==> src/design/scps_pkg.sv <==
`timescale 1ns / 1ps
// ----------------------------------------------------------------------------
// scps_pkg
// Shared types and constants for the servo command parser with slew output.
// ----------------------------------------------------------------------------
package scps_pkg;

    // Opcodes of the command channel
    localparam logic [1:0] OP_RX_BYTE  = 2'd0;
    localparam logic [1:0] OP_TICK     = 2'd1;
    localparam logic [1:0] OP_HOME_ONE = 2'd2;
    localparam logic [1:0] OP_HOME_TWO = 2'd3;

    // Frame characters
    localparam logic [7:0] CH_START = 8'h73; // 's'
    localparam logic [7:0] CH_END   = 8'h65; // 'e'
    localparam logic [7:0] CH_COMMA = 8'h2c; // ','
    localparam logic [7:0] CH_MINUS = 8'h2d; // '-'
    localparam logic [7:0] CH_ZERO  = 8'd48;
    localparam logic [7:0] CH_NINE  = 8'd57;

    // Number handling
    localparam logic [13:0] ACC_MAX   = 14'd9999;
    localparam logic [13:0] ONE_LIMIT = 14'd150;
    localparam logic [13:0] TWO_LIMIT = 14'd90;
    localparam logic [11:0] HOME_ONE  = 12'd1600;
    localparam logic [11:0] HOME_TWO  = 12'd1500;
    localparam logic [11:0] ONE_MAX   = 12'd2500;
    localparam logic [11:0] ONE_STEP  = 12'd6;
    localparam logic [11:0] TWO_STEP  = 12'd10;

    // Compare reset values
    localparam logic [7:0] CMP_ONE_RST = 8'd100;
    localparam logic [7:0] CMP_TWO_RST = 8'd94;

    // Slew dead band, in sixteenths of a count
    localparam logic [12:0] SLEW_BAND = 13'd16;

    typedef enum logic [1:0] {
        PH_IDLE,
        PH_ONE,
        PH_TWO,
        PH_END
    } t_phase;

    typedef struct packed {
        logic [1:0] opcode;
        logic [7:0] rx_byte;
    } t_cmd;

    typedef struct packed {
        logic [7:0] pwm_one;
        logic [7:0] pwm_two;
    } t_pwm;

    typedef struct packed {
        logic byte_valid;
        logic home_one;
        logic home_two;
    } t_parse_ctl;

    typedef struct packed {
        logic [11:0] target_one;
        logic [11:0] target_two;
    } t_targets;

endpackage

==> src/design/scps_parser.sv <==
`timescale 1ns / 1ps
// ----------------------------------------------------------------------------
// scps_parser
// Frame parser: decodes the two numbers of an 's...e' frame into targets.
// ----------------------------------------------------------------------------
module scps_parser import scps_pkg::*; #(
    parameter int FRAME_CHARS = 8
) (
    input  logic       i_clk,
    input  logic       i_rst_n,
    input  t_parse_ctl i_ctl,
    input  logic [7:0] i_rx_byte,
    output t_targets   o_targets
);

    localparam int CW = $clog2(FRAME_CHARS);

    t_phase          r_phase, n_phase;
    logic [CW-1:0]   r_chars, n_chars;
    logic [13:0]     r_acc_one, n_acc_one;
    logic [13:0]     r_acc_two, n_acc_two;
    logic            r_neg_pending, n_neg_pending;
    logic            r_neg_first, n_neg_first;
    logic [11:0]     r_tgt_one, n_tgt_one;
    logic [11:0]     r_tgt_two, n_tgt_two;
    logic            last_char;
    logic [13:0]     two_mag;

    // acc*10 plus digit, saturating
    function automatic logic [13:0] f_acc(input logic [13:0] acc, input logic [7:0] ch);
        logic [16:0] prod;
        logic [16:0] sum;
        prod = 17'(acc) * 17'd10;
        sum  = prod + ((ch >= CH_ZERO && ch <= CH_NINE) ? 17'(ch - CH_ZERO) : 17'd0);
        return (sum > 17'(ACC_MAX)) ? ACC_MAX : sum[13:0];
    endfunction

    // true when the frame ends up in the after-'e' phase with this byte
    function automatic logic f_end_hit(input t_phase ph, input logic [7:0] ch);
        return (ph == PH_END) || (ph == PH_TWO && ch == CH_END);
    endfunction

    assign last_char = (r_chars == CW'(FRAME_CHARS - 1));
    assign two_mag   = (r_acc_two > TWO_LIMIT) ? TWO_LIMIT : r_acc_two;

    // next state
    always_comb begin
        n_phase = r_phase;
        if (i_ctl.byte_valid) begin
            unique case (r_phase)
                PH_IDLE: if (i_rx_byte == CH_START) n_phase = PH_ONE;
                PH_ONE:  if (i_rx_byte == CH_COMMA) n_phase = PH_TWO;
                PH_TWO:  if (i_rx_byte == CH_END)   n_phase = PH_END;
                default: n_phase = r_phase;
            endcase
            if (r_phase != PH_IDLE && last_char) begin
                n_phase = PH_IDLE;
            end
        end
    end

    // datapath
    always_comb begin
        n_chars       = r_chars;
        n_acc_one     = r_acc_one;
        n_acc_two     = r_acc_two;
        n_neg_pending = r_neg_pending;
        n_neg_first   = r_neg_first;
        n_tgt_one     = r_tgt_one;
        n_tgt_two     = r_tgt_two;
        if (i_ctl.byte_valid) begin
            unique case (r_phase)
                PH_IDLE: begin
                    if (i_rx_byte == CH_START) begin
                        n_chars       = '0;
                        n_acc_one     = '0;
                        n_acc_two     = '0;
                        n_neg_pending = 1'b0;
                        n_neg_first   = 1'b0;
                    end
                end
                PH_ONE: begin
                    if (i_rx_byte == CH_COMMA) begin
                        n_neg_first   = r_neg_pending;
                        n_neg_pending = 1'b0;
                    end else begin
                        n_acc_one = f_acc(r_acc_one, i_rx_byte);
                        if (i_rx_byte == CH_MINUS) n_neg_pending = 1'b1;
                    end
                end
                PH_TWO: begin
                    if (i_rx_byte != CH_END) begin
                        n_acc_two = f_acc(r_acc_two, i_rx_byte);
                        if (i_rx_byte == CH_MINUS) n_neg_pending = 1'b1;
                    end
                end
                default: ;
            endcase
            if (r_phase != PH_IDLE) begin
                if (last_char) begin
                    // frame complete: the 'e' never changes the numbers
                    if (f_end_hit(r_phase, i_rx_byte)) begin
                        if (!r_neg_first || r_acc_one == '0) begin
                            n_tgt_one = (r_acc_one > ONE_LIMIT) ? ONE_MAX
                                      : HOME_ONE + 12'(r_acc_one[7:0]) * ONE_STEP;
                        end
                        n_tgt_two = r_neg_pending
                                  ? HOME_TWO - 12'(two_mag[6:0]) * TWO_STEP
                                  : HOME_TWO + 12'(two_mag[6:0]) * TWO_STEP;
                    end
                    n_chars       = '0;
                    n_acc_one     = '0;
                    n_acc_two     = '0;
                    n_neg_pending = 1'b0;
                    n_neg_first   = 1'b0;
                end else begin
                    n_chars = r_chars + CW'(1);
                end
            end
        end
        if (i_ctl.home_one) n_tgt_one = HOME_ONE;
        if (i_ctl.home_two) n_tgt_two = HOME_TWO;
    end

    always_ff @(posedge i_clk) begin
        if (!i_rst_n) begin
            r_phase       <= PH_IDLE;
            r_chars       <= '0;
            r_acc_one     <= '0;
            r_acc_two     <= '0;
            r_neg_pending <= 1'b0;
            r_neg_first   <= 1'b0;
            r_tgt_one     <= HOME_ONE;
            r_tgt_two     <= HOME_TWO;
        end else begin
            r_phase       <= n_phase;
            r_chars       <= n_chars;
            r_acc_one     <= n_acc_one;
            r_acc_two     <= n_acc_two;
            r_neg_pending <= n_neg_pending;
            r_neg_first   <= n_neg_first;
            r_tgt_one     <= n_tgt_one;
            r_tgt_two     <= n_tgt_two;
        end
    end

    assign o_targets.target_one = r_tgt_one;
    assign o_targets.target_two = r_tgt_two;

endmodule

==> src/design/scps_slew.sv <==
`timescale 1ns / 1ps
// ----------------------------------------------------------------------------
// scps_slew
// Slew limiter: per tick, steps each compare value one count toward target/16 unless within the dead band.
// ----------------------------------------------------------------------------
module scps_slew import scps_pkg::*; (
    input  logic     i_clk,
    input  logic     i_rst_n,
    input  logic     i_tick,
    input  t_targets i_targets,
    output t_pwm     o_next
);

    logic [7:0] r_cmp_one, n_cmp_one;
    logic [7:0] r_cmp_two, n_cmp_two;

    // one step toward tgt when |16*cmp - tgt| > 16
    function automatic logic [7:0] f_step(input logic [7:0] cmp, input logic [11:0] tgt);
        logic [12:0] c16;
        logic [12:0] t13;
        logic [7:0]  res;
        c16 = {1'b0, cmp, 4'b0000};
        t13 = {1'b0, tgt};
        res = cmp;
        if (c16 > t13 + SLEW_BAND)      res = cmp - 8'd1;
        else if (t13 > c16 + SLEW_BAND) res = cmp + 8'd1;
        return res;
    endfunction

    always_comb begin
        n_cmp_one = f_step(r_cmp_one, i_targets.target_one);
        n_cmp_two = f_step(r_cmp_two, i_targets.target_two);
    end

    always_ff @(posedge i_clk) begin
        if (!i_rst_n) begin
            r_cmp_one <= CMP_ONE_RST;
            r_cmp_two <= CMP_TWO_RST;
        end else if (i_tick) begin
            r_cmp_one <= n_cmp_one;
            r_cmp_two <= n_cmp_two;
        end
    end

    assign o_next.pwm_one = n_cmp_one;
    assign o_next.pwm_two = n_cmp_two;

endmodule

==> src/design/servo_command_parser_slew.sv <==
`timescale 1ns / 1ps
// ----------------------------------------------------------------------------
// servo_command_parser_slew
// Servo command parser with slew-limited compare outputs (top level).
// ----------------------------------------------------------------------------
// Usage:
//   Input channel (i_in_valid / o_in_ready / i_in_data) carries one command
//   per transaction: a received byte, a timer tick, or a home event for one
//   of the servos. Only a tick produces a result transaction on the output
//   channel (o_out_valid / i_out_ready / o_out_data), holding both compare
//   values after that tick's slew step.
//   Order: an accepted command lands in the input register and is executed
//   from there, a tick only once the output register can take its result;
//   a tick's result is then registered in the output register.
//   Throughput: one command per cycle, limited only by the output register
//   when a tick's result is not yet taken.
//   Stall: while the output register holds an untaken result, a tick in the
//   input register waits and input is held off; bytes and home events in the
//   input register still go through.
//   Reset (synchronous, active low): parser idle, targets at home, compare
//   values at their home counts, both registers empty.
// ----------------------------------------------------------------------------
module servo_command_parser_slew import scps_pkg::*; #(
    parameter int FRAME_CHARS = 8
) (
    input  logic i_clk,
    input  logic i_rst_n,
    input  logic i_in_valid,
    output logic o_in_ready,
    input  t_cmd i_in_data,
    output logic o_out_valid,
    input  logic i_out_ready,
    output t_pwm o_out_data
);

    // input register
    logic r_in_valid;
    t_cmd r_in;

    // output register
    logic r_out_valid;
    t_pwm r_out;

    logic       is_tick;
    logic       advance;
    t_parse_ctl ctl;
    t_targets   targets;
    t_pwm       slew_next;

    assign is_tick = (r_in.opcode == OP_TICK);

    // a tick moves on only when the output register can take its result
    assign advance    = r_in_valid && (!is_tick || !r_out_valid || i_out_ready);
    assign o_in_ready = !r_in_valid || advance;

    assign ctl.byte_valid = advance && (r_in.opcode == OP_RX_BYTE);
    assign ctl.home_one   = advance && (r_in.opcode == OP_HOME_ONE);
    assign ctl.home_two   = advance && (r_in.opcode == OP_HOME_TWO);

    scps_parser #(
        .FRAME_CHARS (FRAME_CHARS)
    ) u_parser (
        .i_clk     (i_clk),
        .i_rst_n   (i_rst_n),
        .i_ctl     (ctl),
        .i_rx_byte (r_in.rx_byte),
        .o_targets (targets)
    );

    scps_slew u_slew (
        .i_clk     (i_clk),
        .i_rst_n   (i_rst_n),
        .i_tick    (advance && is_tick),
        .i_targets (targets),
        .o_next    (slew_next)
    );

    always_ff @(posedge i_clk) begin
        if (!i_rst_n) begin
            r_in_valid <= 1'b0;
        end else if (o_in_ready) begin
            r_in_valid <= i_in_valid;
        end
    end

    always_ff @(posedge i_clk) begin
        if (o_in_ready) begin
            r_in <= i_in_data;
        end
    end

    always_ff @(posedge i_clk) begin
        if (!i_rst_n) begin
            r_out_valid <= 1'b0;
        end else if (advance && is_tick) begin
            r_out_valid <= 1'b1;
        end else if (i_out_ready) begin
            r_out_valid <= 1'b0;
        end
    end

    always_ff @(posedge i_clk) begin
        if (advance && is_tick) begin
            r_out <= slew_next;
        end
    end

    assign o_out_valid = r_out_valid;
    assign o_out_data  = r_out;

endmodule

==> config.mk <==
export PLATFORM = sky130hd
export DESIGN_NAME = servo_command_parser_slew
export DESIGN_NICKNAME = d
export VERILOG_FILES = /design/src/design/scps_pkg.sv /design/src/design/scps_parser.sv /design/src/design/scps_slew.sv /design/src/design/servo_command_parser_slew.sv
export SDC_FILE = /design/constraint.sdc
export NUM_CORES = 1
export LEC_CHECK = 0
export BUFFER_PORTS_ARGS = -buffer_cell sky130_fd_sc_hd__buf_2
export CORE_UTILIZATION = 40
export DETAILED_ROUTE_END_ITERATION = 8
export GPL_TIMING_DRIVEN = 0
export MAX_ROUTING_LAYER = met4
export PLACE_DENSITY_LB_ADDON = 0.12
export SLEW_MARGIN = 20
export SYNTH_ARGS = -nofsm -noshare
export SYNTH_HDL_FRONTEND = slang
export SYNTH_SLANG_ARGS = --single-unit
==> constraint.sdc <==
create_clock -name i_clk -period 5.3 [get_ports i_clk]
set_clock_uncertainty 0.15 [all_clocks]
set_input_delay 0.795 -clock i_clk [delete_from_list [all_inputs] [get_ports i_clk]]
set_output_delay 0.795 -clock i_clk [all_outputs]
set_load 0.02 [all_outputs]
==> summary.md, run 1 <==
| Metric | Value |
|---|---|
| Non-Filler Instances | `1560` |
| Setup WS pre-CTS | `-0.396 ns` |
| Sequential share of power | `51.3%` |
| Sequential fraction of the synthesis area | `23.2%` |
| Top delay family on crit path | `compound AO/OA/AOI/OAI gates` |
| Placed cells | `1541` |
| Die height | `159 um` |
| Area grow syn2layout | `9.40%` |
| Status | `finished clean` |
| Critical path cell sequence | `ha_1 -> ha_1 -> inv_1 -> fa_1 -> nor2b_1 -> o21ai_1 -> a21boi_0 -> or4_4 -> a31oi_2 -> xnor2_1 -> ha_1 -> and2_1 -> a221o_1 -> a21o_1 -> nand3_1 -> o2111ai_1 -> a211oi_2 -> xor2_1 -> nor2_4 -> clkbuf_4 -> nand3_1 -> a22o_1` |
| Setup TNS | `0 ns` |
| Commonest non-fill, non-tap cell in the layout | `ha_1` |
| Initial Util | `40.6%` |
| WL per Instance | `15.0 um` |
| Routed wire length | `23400 um` |
| Switching Fraction | `25.5%` |
| Hold Buf Count CTS | `0` |
| Vias | `8461` |
| Synthesized area | `0.00985 mm2` |
| Core Area | `0.0242 mm2` |
| Iter 0 DRT Violations | `414` |
| Sw power | `0.000400 W` |
| # rows | `57` |
| Pre-Repair DR Iteration Count | `5` |
| Clk slew on worst S/H paths | `0.07 ns` |
| GRT overflow | `0` |
| Power Density | `145 mW/mm2` |
| Root buffer cell | `clkbuf_16` |
| I/O Buffers | `31` |
| Remaining antenna violation count | `0` |
| Slowest cell on the critical path | `dfxtp_1` |
| Final HPWL DP | `18600 um` |
| CTS tree | `built` |
| Drt drc | `0` |
| CP required | `5.40 ns` |
| Clock share of power | `40.1%` |
| Synth warn | `0` |
| Tightest Hold Check Type | `flip-flop to flip-flop` |
| Max-cap check violation count | `0` |
| Max transition margin | `46.7%` |
| Max incr delay on CP | `0.47 ns` |
| Syn Nets | `1359` |
| Async SR Flop Fraction | `0%` |
| Worst Setup End Kind | `flip-flop` |
| Syn_area_per_cell | `8.31 um2` |
| CP max FO | `10` |
| # nets final | `1405` |
| Internal | `0.00117 W` |
| CTS H-tree depth | `3` |
| Final setup viols | `0` |
| Largest net degree at the start of global routing | `26` |
| Share of the synthesized area in the top cell type | `19.8%` |
| Fin. Hold Viols | `0` |
| Crit path DAT | `5.05 ns` |
| Main synth FF type | `dfxtp_1` |
| Tcrit/Tclk final | `93.4%` |
| Count of cell types in the netlist | `76` |
| Antenna cells | `0` |
| Setup Crit Path Kind | `flip-flop to flip-flop` |
| Die Wd | `159 um` |
| Startpoint types | `flip-flop` |
| Design area | `0.0108 mm2` |
| Post-synth EDFFs | `26` |
| Cells after Synth | `1185` |
| First-pass GRT wire length | `39200 um` |
| Area after DPL | `0.0104 mm2` |
| Worst-Margin Slew | `0.794 ns` |
| Longest Clk Path Bufs | `2` |
| Total track usage | `19.2%` |
| Vias in the first global route | `8112` |
| Sink Count | `101` |
| Post-synthesis register bit count | `101` |
| Worst Path Buf+Inv | `2` |
| Clock Latency Late Sink | `0.36 ns` |
| Boundary Pins | `32` |
| Share of cells above drive strength 1 | `7.85%` |
| VDD IR max | `0.118 mV` |
| RD Place Congestion | `0.876` |
| Most frequent cells in the layout | `ha_1, nand2_1, a21oi_1` |
| Fmax | `0.202 GHz` |
| Fin. max-slew vios | `0` |
| Antenna violations before repair | `0` |
| Critical path's most frequent cell | `ha_1` |
| Setup ws final | `0.348 ns` |
| Die ar. | `0.0252 mm2` |
| Logic pwr share | `8.5%` |
| CTS Buf Count | `9` |
| Cell taking the most area after synthesis | `ha_1` |
| Leakage | `4.77 nW` |
| Synth area leaders | `ha_1, dfxtp_1, edfxtp_1` |
| Vias/cell | `5.42` |
| Tmin final | `4.95 ns` |
-- flip-flops by register name, indices dropped and copies added (netlist names) --
signal	flops
u_parser.r_neg_pending	1
u_parser.r_tgt_two	11
u_parser.r_phase	2
u_parser.r_neg_first	1
u_parser.r_tgt_one	11
u_slew.r_cmp_two	8
o_out_valid	1
u_parser.r_chars	3
u_parser.r_acc_one	14
r_in	10
r_in_valid	1
o_out_data	16
u_slew.r_cmp_one	8
u_parser.r_acc_two	14
-- metal layers --
layer | share of wire (%) | GRT usage, % | vias up | routed length (um)
li1 | - | - | 4436 | -
met1 | 51 | 25.5 | 3898 | 11900
met2 | 46 | 31.3 | 114 | 10800
met3 | 2.4 | 2.48 | 13 | 565
met4 | 0.76 | 4.02 | 0 | 178
met5 | 0 | - | - | 0
-- logic make-up after synthesis --
logic type / Yosys count / share of synthesized area, %
xor gates and xnor gates: 108 / 9.61
AOI/OAI and AO/OA: 327 / 22.3
muxes: 12 / 1.28
and+or+nand+nor: 365 / 18.5
buffers and inverters: 112 / 4.46
adders and majority gates: 160 / 20.6
DFF: 101 / 23.2
-- synth_stat cells, types with 10 or more instances --
cell      number
ha_1         156
nand2_1       97
a21oi_1       82
nor2_1        78
dfxtp_1       75
xnor2_1       75
inv_1         73
o21ai_0       69
nand3_1       40
xor2_1        33
clkbuf_1      28
a21o_1        26
edfxtp_1      26
nor3_1        22
and3_1        20
nand2b_1      19
and2_1        15
nand4_1       15
o211ai_1      14
a22oi_1       13
nor2b_1       13
o21a_1        13
or3_1         13
a31oi_1       12
o21bai_1      11
a22o_1        10
-- path summary, 6_finish.rpt --
check | from | slack, ns | depth (start not counted) | end
max reg2reg | u_parser.r_acc_one[0] | 0.35 | 22 | u_parser.r_acc_one[8]
min reg2reg | u_parser.r_tgt_two[1] | 0.32 | 2 | u_parser.r_tgt_two[1]
min | u_parser.r_tgt_two[1] | 0.32 | 2 | u_parser.r_tgt_two[1]
max | u_parser.r_acc_one[0] | 0.35 | 22 | u_parser.r_acc_one[8]
-- worst min-delay path, delay by kind of cell, from the launching register on --
kind,cells,cell delay (ns)
DFF,1,0.31
and+or+nand+nor,1,0.05
AOI/OAI and AO/OA,1,0.06
-- power groups by stage --
stage | logic, W | registers, W | clock network (W)
after global placement | 0.000132 | 0.000824 | 0
after detailed placement | 0.000132 | 0.000823 | 0
after floorplan | 0.0000913 | 0.000823 | 0
after global routing | 0.000148 | 0.000805 | 0.000679
final | 0.000134 | 0.000805 | 0.000629
after CTS | 0.000133 | 0.000805 | 0.000650
-- cell type report --
type | instances | area (um2)
tap | 324 | 405
multi-input combinational | 972 | 7170
clock buffer | 11 | 233
inverter | 74 | 278
fill | 2472 | 13500
clock inverter | 5 | 33.8
sequential | 101 | 2290
buffer | 38 | 166
timing repair buffer | 35 | 189
-- timing repair --
action                     CTS  global route
gates resized for setup      6            14
pin swaps                    0             5
setup endpoints to repair   13            27
setup buffers                0             3
-- metrics by stage --
step	hold slack [ns]	total power, W	util (%)
5_1_grt	0.353	0.00163	44.4
3_3_place_gp	0.299	0.000955	42.9
2_1_floorplan	0.287	0.000915	-
6_report	0.319	0.00157	44.4
4_1_cts	0.328	0.00159	44.1
3_5_place_dp	0.318	0.000955	43.0
No activity file was read; power rests on OpenSTA's default activity.
==> run 2, diff against run 1 <==
--- a/config.mk
+++ b/config.mk
@@ -6,6 +6,7 @@
 export NUM_CORES = 1
 export LEC_CHECK = 0
 export BUFFER_PORTS_ARGS = -buffer_cell sky130_fd_sc_hd__buf_2
+export CORE_MARGIN = 8
 export CORE_UTILIZATION = 40
 export DETAILED_ROUTE_END_ITERATION = 8
 export GPL_TIMING_DRIVEN = 0
==> constraint.sdc (replaced) <==
create_clock -name i_clk -period 5.35 [get_ports i_clk]
set_clock_uncertainty 0.15 [all_clocks]
set_input_delay 0.8025 -clock i_clk [delete_from_list [all_inputs] [get_ports i_clk]]
set_output_delay 0.8025 -clock i_clk [all_outputs]
set_load 0.02 [all_outputs]
==> summary.md, run 2 (synthesized netlist as in run 1, its figures left out) <==
| Metric | Value |
|---|---|
| Status | `finished clean` |
| Fmax | `0.199 GHz` |
| Share of cells above drive strength 1 | `7.54%` |
| First-pass GRT wire length | `40100 um` |
| RD Place Congestion | `0.858` |
| Clock Latency Late Sink | `0.35 ns` |
| Max reg flops | `16` |
| Setup TNS | `0 ns` |
| Sink Count | `101` |
| Most frequent cells in the layout | `ha_1, nand2_1, a21oi_1` |
| Boundary Pins | `32` |
| Fin. Hold Viols | `0` |
| Setup WS pre-CTS | `-0.365 ns` |
| Tightest Hold Check Type | `flip-flop to flip-flop` |
| Setup slack, reg-to-reg | `0.33 ns` |
| CTS H-tree depth | `3` |
| Tcrit/Tclk final | `93.8%` |
| Die Wd | `173 um` |
| Non-Filler Instances | `1558` |
| Pre-Repair DR Iteration Count | `5` |
| Hold Buf Count CTS | `0` |
| Initial Util | `40.6%` |
| FF-to-FF Start | `u_parser.r_acc_two[4]` |
| Root buffer cell | `clkbuf_16` |
| R2R depth | `21` |
| WHS Path Cells | `2` |
| Setup Crit Path Kind | `flip-flop to flip-flop` |
| GRT overflow | `0` |
| Clk slew on worst S/H paths | `0.07 ns` |
| Max transition margin | `50.1%` |
| CTS tree | `built` |
| WHS Endpoint | `u_parser.r_tgt_two[1]` |
| Die height | `173 um` |
| # rows | `57` |
| Antenna violations before repair | `0` |
| Vias in the first global route | `8198` |
| Antenna cells | `0` |
| HP Start | `u_parser.r_tgt_two[1]` |
| Tmin final | `5.02 ns` |
| Die ar. | `0.0299 mm2` |
| # nets final | `1403` |
| Placed cells | `1541` |
| Setup ws final | `0.329 ns` |
| Worst Setup End Kind | `flip-flop` |
| Max-cap check violation count | `0` |
| Area of the multi-input gates | `0.00716 mm2` |
| Total track usage | `16.1%` |
| Vias/cell | `5.38` |
| Longest Clk Path Bufs | `2` |
| Terminus of the critical flop-to-flop path | `u_parser.r_acc_two[2]` |
| Fin. max-slew vios | `0` |
| I/O Buffers | `31` |
| Final HPWL DP | `18800 um` |
| Fill cells | `2490` |
| Area grow syn2layout | `9.09%` |
| CP required | `5.45 ns` |
| Largest net degree at the start of global routing | `26` |
| Core Area | `0.0242 mm2` |
| Startpoint types | `flip-flop` |
| CP max FO | `10` |
| Leakage | `4.77 nW` |
| Remaining antenna violation count | `0` |
| Final setup viols | `0` |
| Reg area | `0.00229 mm2` |
| Vias | `8384` |
| CTS Buf Count | `9` |
| VDD IR max | `0.111 mV` |
| Iter 0 DRT Violations | `529` |
| Power Density | `145 mW/mm2` |
| Drt drc | `0` |
| Commonest non-fill, non-tap cell in the layout | `ha_1` |
| WL per Instance | `15.1 um` |
| Crit path DAT | `5.12 ns` |
| Routed wire length | `23600 um` |
| Worst-Margin Slew | `0.743 ns` |
run 2: through the flow:
stage	area, um2	power (W)	utilization [%]	hold WS (ns)
finish	10700	0.00155	44.3	0.318
global route	10700	0.00162	44.3	0.355
CTS	10700	0.00157	44.1	0.319
detailed placement	10400	0.000946	43.0	0.309
global placement	10400	0.000946	42.9	0.301
floorplan	9850	0.000906	-	0.287
run 2: how the worst max path moves through the flow:
stage / end / slack [ns] / cells after the start / start
CTS: u_parser.r_acc_one[9] / 0.05 / 22 / u_parser.r_acc_one[3]
detailed placement: u_parser.r_acc_one[9] / -0.37 / 22 / u_parser.r_acc_one[3]
finish: u_parser.r_acc_two[2] / 0.33 / 21 / u_parser.r_acc_two[4]
global placement: u_parser.r_acc_one[9] / -0.34 / 22 / u_parser.r_acc_one[3]
floorplan: u_parser.r_acc_one[10] / 0.45 / 22 / u_parser.r_acc_one[2]
global route: u_parser.r_acc_two[2] / -0.02 / 21 / u_parser.r_acc_two[2]
run 2: critical path, stage by stage (launching register included):
cell and delay, ns:
dfxtp_1 0.41, ha_1 0.28, ha_1 0.31, a21o_1 0.18
a21oi_1 0.21, o21ai_0 0.11, a21oi_1 0.24, o21bai_1 0.09
a21oi_1 0.23, o21ai_0 0.18, nor2_1 0.15, xnor2_1 0.18
ha_1 0.33, and2_1 0.17, a221o_1 0.30, a21oi_2 0.21
nor2_1 0.08, a211oi_1 0.28, xnor2_1 0.14, and3b_2 0.26
buf_6 0.15, a221oi_1 0.26
run 2: where the power goes:
group          internal [W]  leakage [nW]  total, W  switching (W)
Combinational     0.0000485          3.79  0.000132      0.0000832
Sequential         0.000791         0.841  0.000798     0.00000738
Clock              0.000319         0.134  0.000622       0.000303
Total               0.00116          4.77   0.00155       0.000394
run 2: layout make-up:
cell class              count  area share, %
flip-flops and latches    101           21.3
clock inverters             5          0.338
well taps                 324           3.77
inverters                  74           2.59
plain buffers              38           1.55
multi-input cells         972           66.7
clock buffers              11           2.17
repair buffers             33           1.62
run 2: per-layer routing:
layer	up-vias	wire, um	GRT usage [%]
met2	95	10700	25.5
met4	0	193	3.38
met5	-	0	-
met3	12	645	2.40
li1	4436	-	-
met1	3841	12000	21.4
run 2: what timing repair did:
| action | CTS | global route |
|---|---|---|
| setup buffers | 0 | 1 |
| pin swaps | 0 | 2 |
| endpoints found under the hold margin | 0 | 0 |
| setup endpoints to repair | 13 | 27 |
| resized for setup | 6 | 10 |
==> run 3, diff against run 2 <==
--- a/config.mk
+++ b/config.mk
@@ -6,6 +6,8 @@
 export NUM_CORES = 1
 export LEC_CHECK = 0
 export BUFFER_PORTS_ARGS = -buffer_cell sky130_fd_sc_hd__buf_2
+export CELL_PAD_IN_SITES_DETAIL_PLACEMENT = 0
+export CELL_PAD_IN_SITES_GLOBAL_PLACEMENT = 2
 export CORE_MARGIN = 8
 export CORE_UTILIZATION = 40
 export DETAILED_ROUTE_END_ITERATION = 8
==> summary.md, run 3 (synthesized netlist as in run 1, its figures left out) <==
| Metric | Value |
|---|---|
| Status | `finished clean` |
| Vias | `8420` |
| Die ar. | `0.0299 mm2` |
| Remaining antenna violation count | `0` |
| Final HPWL DP | `20100 um` |
| Most frequent cells in the layout | `ha_1, nand2_1, a21oi_1` |
| Tcrit/Tclk final | `93.5%` |
| Setup crit end | `u_parser.r_acc_one[8]` |
| VDD IR max | `0.131 mV` |
| Drt drc | `0` |
| Worst Setup End Kind | `flip-flop` |
| Fill cells | `2511` |
| WL per Instance | `16.2 um` |
| Critical path cell sequence | `ha_1 -> ha_1 -> inv_1 -> fa_1 -> nor2b_1 -> o21ai_1 -> a21boi_0 -> or4_1 -> a31oi_1 -> xnor2_1 -> ha_1 -> and2_1 -> a221o_1 -> a21o_1 -> a221oi_1 -> xnor2_1 -> a21o_1 -> nor2_4 -> clkbuf_4 -> nand3_1 -> a22o_1` |
| Largest net degree at the start of global routing | `26` |
| R2R depth | `21` |
| Fin. max-slew vios | `0` |
| Core Area | `0.0242 mm2` |
| GRT overflow | `0` |
| CP required | `5.45 ns` |
| Startpoint types | `flip-flop` |
| Longest Clk Path Bufs | `2` |
| Final setup viols | `0` |
| RD Place Congestion | `0.838` |
| Worst-Margin Slew | `1.07 ns` |
| Vias/cell | `5.40` |
| Crit path depth | `21` |
| Hold Slack | `0.311 ns` |
| Die Wd | `173 um` |
| Clock Latency Late Sink | `0.36 ns` |
| Pre-Repair DR Iteration Count | `4` |
| CTS Buf Count | `9` |
| Iter 0 DRT Violations | `529` |
| Max reg flops | `16` |
| Fin. Hold Viols | `0` |
| Max transition margin | `28.1%` |
| CTS H-tree depth | `3` |
| Power, Total | `0.00166 W` |
| Layout Utilization | `44.5%` |
| Worst setup path start | `u_parser.r_acc_one[3]` |
| FF-to-FF Start | `u_parser.r_acc_one[3]` |
| Commonest non-fill, non-tap cell in the layout | `ha_1` |
| Total track usage | `17.4%` |
| Routed wire length | `25300 um` |
| Critical path's most frequent cell | `ha_1` |
| Top delay family on crit path | `compound AO/OA/AOI/OAI gates` |
| Boundary Pins | `32` |
| Setup slack, reg-to-reg | `0.35 ns` |
| Area grow syn2layout | `9.54%` |
| # nets final | `1403` |
| Setup TNS | `0 ns` |
| Tmin final | `5.00 ns` |
| # rows | `57` |
| Fmax | `0.200 GHz` |
| Share of cells above drive strength 1 | `7.37%` |
| Terminus of the critical flop-to-flop path | `u_parser.r_acc_one[8]` |
| CP max FO | `10` |
| I/O Buffers | `31` |
| Setup Crit Path Kind | `flip-flop to flip-flop` |
| Vias in the first global route | `8381` |
| Tightest Hold Check Type | `flip-flop to flip-flop` |
| Leakage | `4.78 nW` |
| First-pass GRT wire length | `42800 um` |
| CTS tree | `built` |
| Antenna cells | `0` |
| Clk slew on worst S/H paths | `0.07 ns` |
| Die height | `173 um` |
| Worst Path Buf+Inv | `2` |
| Max incr delay on CP | `0.48 ns` |
| Initial Util | `40.6%` |
| Power Density | `154 mW/mm2` |
| Sink Count | `101` |
| Crit path DAT | `5.11 ns` |
| Slowest cell on the critical path | `or4_1` |
| Max-cap check violation count | `0` |
| Antenna violations before repair | `0` |
| Root buffer cell | `clkbuf_16` |
## run 3: metrics by stage
| stage | cell area, um2 | std cells | setup WS [ns] |
|---|---|---|---|
| floorplan | 9850 | 1185 | 0.455 |
| CTS | 10800 | 1557 | 0.00671 |
| global placement | 10400 | 1540 | -0.463 |
| finish | 10800 | 1558 | 0.347 |
| global route | 10800 | 1558 | -0.00472 |
| detailed placement | 10400 | 1541 | -0.436 |
## run 3: layer usage
metal	routed length, um	vias to the layer above	track usage, %	part of all wire (%)
met5	0	-	-	0
met4	382	0	5.25	1.5
met3	581	22	1.85	2.3
met2	11900	96	28.8	47
met1	12400	3877	22.3	49
li1	-	4425	-	-
## run 3: worst min-delay path, delay by kind of cell (launching register included)
| family | cells | cell delay, ns |
|---|---|---|
| and+or+nand+nor | 1 | 0.05 |
| DFF | 1 | 0.32 |
| AOI/OAI and AO/OA | 1 | 0.05 |
## run 3: repair_timing
| action | CTS | global route |
|---|---|---|
| hold buffers | 0 | 0 |
| resized for setup | 5 | 11 |
| setup buffers | 0 | 1 |
| endpoints found under the setup margin | 13 | 27 |
| pin swaps | 0 | 1 |
## run 3: worst min-delay path by stage
stage | start | end | slack (ns) | depth (start not counted)
after floorplan | u_parser.r_tgt_two[1] | u_parser.r_tgt_two[1] | 0.29 | 2
after global placement | u_parser.r_tgt_two[1] | u_parser.r_tgt_two[1] | 0.30 | 2
after detailed placement | u_parser.r_tgt_two[1] | u_parser.r_tgt_two[1] | 0.30 | 2
after CTS | u_parser.r_tgt_two[1] | u_parser.r_tgt_two[1] | 0.31 | 2
after global routing | u_parser.r_tgt_two[1] | u_parser.r_tgt_two[1] | 0.33 | 2
final | u_parser.r_tgt_two[1] | u_parser.r_tgt_two[1] | 0.31 | 2
## run 3: area by class of cell
cell class | count | area, um2 | share of cell area (%)
multi-input cells | 972 | 7160 | 66.3
flip-flops and latches | 101 | 2290 | 21.2
well taps | 324 | 405 | 3.76
inverters | 74 | 278 | 2.58
clock buffers | 11 | 233 | 2.16
repair buffers | 33 | 178 | 1.65
plain buffers | 38 | 166 | 1.54
clock inverters | 5 | 82.6 | 0.766
## run 3: power breakdown
| part | total [W] | switching (W) | internal, W |
|---|---|---|---|
| Combinational | 0.000133 | 0.0000847 | 0.0000487 |
| Clock | 0.000727 | 0.000313 | 0.000414 |
| Sequential | 0.000800 | 0.00000944 | 0.000791 |
